[src/sahfb_pkg.sv]
// shared types, character codes and hex helper for the ascii hex frame builder
// no dependencies
`default_nettype none

package sahfb_pkg;

    localparam logic [1:0] OP_READ  = 2'd0;
    localparam logic [1:0] OP_WR16  = 2'd1;
    localparam logic [1:0] OP_WR32  = 2'd2;
    localparam logic [1:0] OP_POINT = 2'd3;

    localparam logic [7:0] CH_SOH = 8'h01;
    localparam logic [7:0] CH_STX = 8'h02;
    localparam logic [7:0] CH_ETX = 8'h03;
    localparam logic [7:0] CH_EOT = 8'h04;

    localparam int unsigned NIBBLES    = 13;
    localparam int unsigned HDR_DIGITS = 3;

    typedef struct packed {
        logic load;
        logic shift;
    } sreg_ctrl_t;

    typedef struct packed {
        logic clear;
        logic add;
    } sum_ctrl_t;

    function automatic logic [7:0] hex_ascii(input logic [3:0] nib);
        logic [7:0] n8;
        n8 = {4'd0, nib};
        hex_ascii = (nib < 4'd10) ? (8'h30 + n8) : (8'h37 + n8);
    endfunction

endpackage

`default_nettype wire

[src/sahfb_digit_sreg.sv]
// nibble shift register holding the hex digits of one frame, top digit first
// depends on sahfb_pkg
`default_nettype none

module sahfb_digit_sreg (
    input  wire logic                            aclk,
    input  wire sahfb_pkg::sreg_ctrl_t           ctrl,
    input  wire logic [sahfb_pkg::NIBBLES*4-1:0] load_data,
    output logic [3:0]                           digit
);

    localparam int unsigned W = sahfb_pkg::NIBBLES * 4;

    logic [W-1:0] sr_reg;

    always_ff @(posedge aclk) begin
        if (ctrl.load) begin
            sr_reg <= load_data;
        end else if (ctrl.shift) begin
            sr_reg <= {sr_reg[W-5:0], 4'd0};
        end
    end

    assign digit = sr_reg[W-1:W-4];

endmodule

`default_nettype wire

[src/sahfb_cksum.sv]
// running modulo 256 byte sum for the frame checksum
// depends on sahfb_pkg
`default_nettype none

module sahfb_cksum (
    input  wire logic                  aclk,
    input  wire sahfb_pkg::sum_ctrl_t  ctrl,
    input  wire logic [7:0]            add_byte,
    output logic [7:0]                 sum
);

    logic [7:0] sum_reg;

    always_ff @(posedge aclk) begin
        if (ctrl.clear) begin
            sum_reg <= 8'd0;
        end else if (ctrl.add) begin
            sum_reg <= sum_reg + add_byte;
        end
    end

    assign sum = sum_reg;

endmodule

`default_nettype wire

[src/servo_ascii_hex_frame_builder.sv]
// top level: byte sequencer and output register of the ascii hex frame builder
// depends on sahfb_pkg, sahfb_digit_sreg, sahfb_cksum
//
// channel  dir  width  contents
// s_       in   64     request word: op, station, command_code, item_number,
//                      write_value, point_position
// m_       out  8      frame byte, tlast on the last checksum digit
//
// one frame byte leaves per cycle while m_tready is high; frames are 11, 15 or 19
// bytes long for read, 16-bit write and 32-bit or point write
// the digits leave a nibble shift register one per cycle while m_tready is high;
// the next request is taken in the cycle the last checksum digit is registered
// a stall on m_tready holds the sequencer and the output register
// aresetn clears the sequencer and the output valid
`default_nettype none

module servo_ascii_hex_frame_builder (
    input  wire logic        aclk,
    input  wire logic        aresetn,
    input  wire logic        s_tvalid,
    output logic             s_tready,
    // [1:0] op, [5:2] station, [13:6] command_code, [21:14] item_number,
    // [53:22] write_value, [61:54] point_position, [63:62] zero
    input  wire logic [63:0] s_tdata,
    output logic             m_tvalid,
    input  wire logic        m_tready,
    // [7:0] frame_byte
    output logic [7:0]       m_tdata,
    // frame_end
    output logic             m_tlast
);

    typedef enum logic [3:0] {
        ST_IDLE, ST_EOT, ST_SOH, ST_HDR, ST_STX, ST_BODY, ST_ETX, ST_CKHI, ST_CKLO
    } state_t;

    state_t      state_reg, state_next;
    logic [3:0]  cnt_reg, cnt_next;
    logic [1:0]  op_reg, op_next;
    logic        valid_reg, valid_next;
    logic [7:0]  data_reg, data_next;
    logic        last_reg, last_next;

    logic        adv, accept;
    logic [3:0]  digit;
    logic [7:0]  sum;
    logic [7:0]  add_byte;
    logic [3:0]  body_last;
    logic [31:0] payload;

    sahfb_pkg::sreg_ctrl_t sreg_ctrl;
    sahfb_pkg::sum_ctrl_t  sum_ctrl;

    logic [1:0]  in_op;
    logic [3:0]  in_station;
    logic [7:0]  in_cmd, in_item, in_point;
    logic [31:0] in_value;

    assign in_op      = s_tdata[1:0];
    assign in_station = s_tdata[5:2];
    assign in_cmd     = s_tdata[13:6];
    assign in_item    = s_tdata[21:14];
    assign in_value   = s_tdata[53:22];
    assign in_point   = s_tdata[61:54];

    always_comb begin
        case (in_op)
            sahfb_pkg::OP_WR16:  payload = {in_value[15:0], 16'd0};
            sahfb_pkg::OP_WR32:  payload = in_value;
            sahfb_pkg::OP_POINT: payload = {in_point, in_value[23:0]};
            default:             payload = 32'd0;
        endcase
    end

    always_comb begin
        case (op_reg)
            sahfb_pkg::OP_WR16:  body_last = 4'd5;
            sahfb_pkg::OP_WR32:  body_last = 4'd9;
            sahfb_pkg::OP_POINT: body_last = 4'd9;
            default:             body_last = 4'd1;
        endcase
    end

    assign adv      = !valid_reg || m_tready;
    assign s_tready = (state_reg == ST_IDLE) || (state_reg == ST_CKLO && adv);
    assign accept   = s_tvalid && s_tready;

    always_comb begin
        state_next     = state_reg;
        cnt_next       = cnt_reg;
        op_next        = op_reg;
        valid_next     = valid_reg && !m_tready;
        data_next      = data_reg;
        last_next      = last_reg;
        sreg_ctrl      = '0;
        sum_ctrl       = '0;
        add_byte       = sahfb_pkg::hex_ascii(digit);
        if (adv) begin
            case (state_reg)
                ST_EOT: begin
                    valid_next = 1'b1;
                    data_next  = sahfb_pkg::CH_EOT;
                    last_next  = 1'b0;
                    state_next = ST_SOH;
                end
                ST_SOH: begin
                    valid_next = 1'b1;
                    data_next  = sahfb_pkg::CH_SOH;
                    last_next  = 1'b0;
                    cnt_next   = 4'(sahfb_pkg::HDR_DIGITS - 1);
                    state_next = ST_HDR;
                end
                ST_HDR, ST_BODY: begin
                    valid_next      = 1'b1;
                    data_next       = add_byte;
                    last_next       = 1'b0;
                    sreg_ctrl.shift = 1'b1;
                    sum_ctrl.add    = 1'b1;
                    if (cnt_reg == 4'd0) begin
                        state_next = (state_reg == ST_HDR) ? ST_STX : ST_ETX;
                    end else begin
                        cnt_next = cnt_reg - 4'd1;
                    end
                end
                ST_STX: begin
                    add_byte     = sahfb_pkg::CH_STX;
                    valid_next   = 1'b1;
                    data_next    = add_byte;
                    last_next    = 1'b0;
                    sum_ctrl.add = 1'b1;
                    cnt_next     = body_last;
                    state_next   = ST_BODY;
                end
                ST_ETX: begin
                    add_byte     = sahfb_pkg::CH_ETX;
                    valid_next   = 1'b1;
                    data_next    = add_byte;
                    last_next    = 1'b0;
                    sum_ctrl.add = 1'b1;
                    state_next   = ST_CKHI;
                end
                ST_CKHI: begin
                    valid_next = 1'b1;
                    data_next  = sahfb_pkg::hex_ascii(sum[7:4]);
                    last_next  = 1'b0;
                    state_next = ST_CKLO;
                end
                ST_CKLO: begin
                    valid_next = 1'b1;
                    data_next  = sahfb_pkg::hex_ascii(sum[3:0]);
                    last_next  = 1'b1;
                    state_next = ST_IDLE;
                end
                default: begin
                    state_next = state_reg;
                end
            endcase
        end
        if (accept) begin
            sreg_ctrl.load = 1'b1;
            sum_ctrl.clear = 1'b1;
            op_next        = in_op;
            state_next     = ST_EOT;
        end
    end

    always_ff @(posedge aclk) begin
        if (!aresetn) begin
            state_reg <= ST_IDLE;
            valid_reg <= 1'b0;
        end else begin
            state_reg <= state_next;
            valid_reg <= valid_next;
        end
        cnt_reg  <= cnt_next;
        op_reg   <= op_next;
        data_reg <= data_next;
        last_reg <= last_next;
    end

    sahfb_digit_sreg u_digits (
        .aclk      (aclk),
        .ctrl      (sreg_ctrl),
        .load_data ({in_station, in_cmd, in_item, payload}),
        .digit     (digit)
    );

    sahfb_cksum u_cksum (
        .aclk     (aclk),
        .ctrl     (sum_ctrl),
        .add_byte (add_byte),
        .sum      (sum)
    );

    assign m_tvalid = valid_reg;
    assign m_tdata  = data_reg;
    assign m_tlast  = last_reg;

endmodule

`default_nettype wire
[config.mk]
export PLATFORM = sky130hd
export DESIGN_NAME = servo_ascii_hex_frame_builder
export DESIGN_NICKNAME = d
export VERILOG_FILES = /design/src/sahfb_pkg.sv /design/src/sahfb_digit_sreg.sv /design/src/sahfb_cksum.sv /design/src/servo_ascii_hex_frame_builder.sv
export SDC_FILE = /design/constraint.sdc
export NUM_CORES = 1
export LEC_CHECK = 0
export BUFFER_PORTS_ARGS = -buffer_cell sky130_fd_sc_hd__buf_2
export CORE_UTILIZATION = 29
export CTS_CLUSTER_SIZE = 28
export DETAILED_ROUTE_END_ITERATION = 8
export SYNTH_ARGS = -nofsm -noshare
export SYNTH_HDL_FRONTEND = slang
export SYNTH_HIERARCHICAL = 1
export SYNTH_SLANG_ARGS = --single-unit
[constraint.sdc]
create_clock -name aclk -period 3.47 [get_ports aclk]
set_clock_uncertainty 0.2 [all_clocks]
set_input_delay 0.694 -clock aclk [delete_from_list [all_inputs] [get_ports aclk]]
set_output_delay 0.694 -clock aclk [all_outputs]
set_load 0.02 [all_outputs]
==> metrics <==
status complete, no violations; die area 17120 um2; chip width 130.9 um; Hold Crit Endpoint u_cksum/sum[4]$_SDFFE_PP0P_; CTS clk-pin slew, worst paths 60 ps; Wirelength per Cell 14.44 um; Tmin final 3129 ps; hold depth 2; first-pass GRT wire length 16120 um; Starting Density 29.98%; Slew Limit Fails 0; area of the multi-input gates 2291 um2; Pleak 0.002244 uW; register area share after synthesis 46.57%; commonest non-fill, non-tap cell in the layout buf_2; Synth Flop Type edfxtp_1; total iterations of the first detailed-routing run 4; I/O pin total 79; mapped cell area 4815 um2; dpl hpwl 6816 um; antenna violations before repair 1; final instance area between 5000 and 6000 um2; Final #Nets 545; post-cts resize count 0; share of cells above drive strength 1 ~36%; drt total wl ~9900 um; nature of the critical path startpoint flip-flop; Tcrit/Tclk final 90.18%; Final Setup Violations 0; port buffer count 75; cell count after synthesis 392; Overall Global Routing Usage 12.41%; Worst Reg2Reg Path Length in Cells 12; Area growth, synth to finish 17.85%; core box area 16060 um2; Distinct cells, synth just under 60; Synth warnings 6; dpl cell area 5358 um2; Residual DRC 0; RSZ-0062 raised after global routing false; Placer Congestion just under 0.8; # clock sinks approximately 80; # fillers 1603; crit path DAT 3150 ps; Tightest Pin Transition 1193 ps; Post-synth EDFFs 66; Crit Reg-Reg Endpoint u_cksum/sum[6]$_SDFFE_PP0P_; std cell rows 46; Max-slew headroom between 20 and 25%; power per cell area about 610 nW/um2; final hold slack 329.3 ps; largest net degree at the start of global routing 53; setup slack, reg-to-reg 340 ps; asr flop ratio synth 0%; Post-CTS Setup Inserts 0; Max Cap Viol 0; Routed Antenna Nets 0; DR iter-0 viols roughly 220; maximum root-to-sink buffer count 2; routed vias/inst 4.751; final setup TNS 0 ps; register bit total from synthesis 79; vias in the first global route 3226; most frequent cells in the layout buf_2, edfxtp_1, mux2_4; Synth Area per Inst 12.28 um2; CTS tree done; CTS H-tree depth 3; CTS Hold Bufs 0; Die H 130.9 um; TritonCTS Buffers 9; total number of vias approximately 3.3k; Fmax achieved 319.6 MHz; Worst VDD drop roughly 250 uV; critical-path maximum fanout 5; worst setup path class flip-flop to flip-flop; hold crit path type flip-flop to flip-flop; worst skew pair latency 340 ps; Crit Reg-Reg Startpoint u_digits/sr_reg[50]$_DFFE_PP_; root buf cell clkbuf_16; Fin. Hold Viols 0; total area of sequential cells 2242 um2; worst hold path startpoint u_cksum/sum[4]$_SDFFE_PP0P_; total global routing overflow 0; max reg flops 52; CP endpoint kind flip-flop; CP required 3490 ps
-- cell families (layout without fill, tap and decap cells) --
logic type / after synthesis / after routing / share of synthesized area [%]
simple gates: 103 / 103 / 12.16
flops: 79 / 79 / 46.57
compound gates: 76 / 76 / 11.38
mux: 63 / 63 / 18.09
buf+inv: 47 / 121 / 6.367
fa+ha+maj: 13 / 13 / 3.534
xor+xnor: 10 / 10 / 1.819
other cells: 1 / 5 / 0.07789
-- routing by layer --
metal	up-vias	wire length [um]	share of wire, %	track usage, %
li1	1596	-	-	-
met1	1546	4650	47	16.11
met2	105	4564	46	19.14
met3	12	569	5.7	4.275
met4	0	120	1.2	4.327
met5	-	0	0	0
-- how the worst max path moves through the flow --
stage	startpoint	end	slack, ps	cells after the start
2_1_floorplan	m_tready	u_cksum/sum[6]$_SDFFE_PP0P_	130	13
3_3_place_gp	m_tready	u_cksum/sum[6]$_SDFFE_PP0P_	140	13
3_5_place_dp	m_tready	u_cksum/sum[6]$_SDFFE_PP0P_	110	13
4_1_cts	u_digits/sr_reg[50]$_DFFE_PP_	u_cksum/sum[6]$_SDFFE_PP0P_	350	12
5_1_grt	u_digits/sr_reg[50]$_DFFE_PP_	u_cksum/sum[6]$_SDFFE_PP0P_	160	12
6_report	u_digits/sr_reg[50]$_DFFE_PP_	u_cksum/sum[6]$_SDFFE_PP0P_	340	12
-- power breakdown --
| part | total, uW | internal (uW) | leakage [uW] | switching, uW |
|---|---|---|---|---|
| sequential | 1410 | 1320 | 0.000737 | 98.6 |
| combinational | 1010 | 504 | 0.00136 | 505 |
| clock | 1020 | 628 | 0.000150 | 390 |
| total | 3440 | 2450 | 0.00224 | 993 |
-- stage by stage --
stage               instances  power [uW]  worst slack (ps)  util (%)
global placement          669        2417             141.8     33.36
floorplan                 395        2243             127.2         -
finish                    686        3441             340.8     35.34
detailed placement        669        2448             105.1     33.36
CTS                       685        3494             348.6     35.32
global route              685        3643             159.2     35.32
-- worst max-delay path: stages, from the launching register on --
cell and delay [ps]:
edfxtp_1 450, o21a_1 280, xnor2_1 210, nor2_1 70, a21oi_1 160, ha_1 190, inv_1 60, fa_1 390
nor2b_1 130, o21a_1 160, o21bai_1 80, and3_1 140, or4_1 500
-- synth_stat cells, drive strengths merged (2+ instances only) --
library cell	n	area (um2)
a211oi	2	15.01
o21a	4	30.03
nand4b	2	17.52
xnor2	9	78.83
o211ai	2	15.01
mux2	57	810.8
nor4b	2	23.77
mux2i	6	60.06
edfxtp	66	1982
nand4	3	18.77
a22o	16	140.1
o21bai	2	15.01
o21ai	13	65.06
a21o	3	22.52
a2111oi	3	26.28
and2	21	131.4
and3	3	18.77
a21oi	16	80.08
ha	12	150.1
nor4	3	18.77
buf	21	209.0
nor3b	3	22.52
or2	4	25.03
nor2	20	75.07
nor3	11	60.06
nand3b	5	37.54
dfxtp	13	260.3
nand3	2	10.01
nand2	13	48.80
clkbuf	7	26.28
a22oi	2	15.01
nor2b	5	31.28
o221ai	3	26.28
inv	19	71.32
nand2b	4	32.53
-- final cells by class --
| type | count | area share (%) |
|---|---|---|
| Antenna cell | 1 | 0.04410 |
| Clock buffer | 10 | 4.035 |
| Clock inverter | 6 | 1.499 |
| Inverter | 19 | 1.257 |
| Multi-Input combinational cell | 269 | 40.37 |
| Sequential cell | 79 | 39.51 |
| Tap cell | 216 | 4.763 |
| Timing Repair Buffer | 86 | 8.512 |
Power figures use the tool's default switching activity.
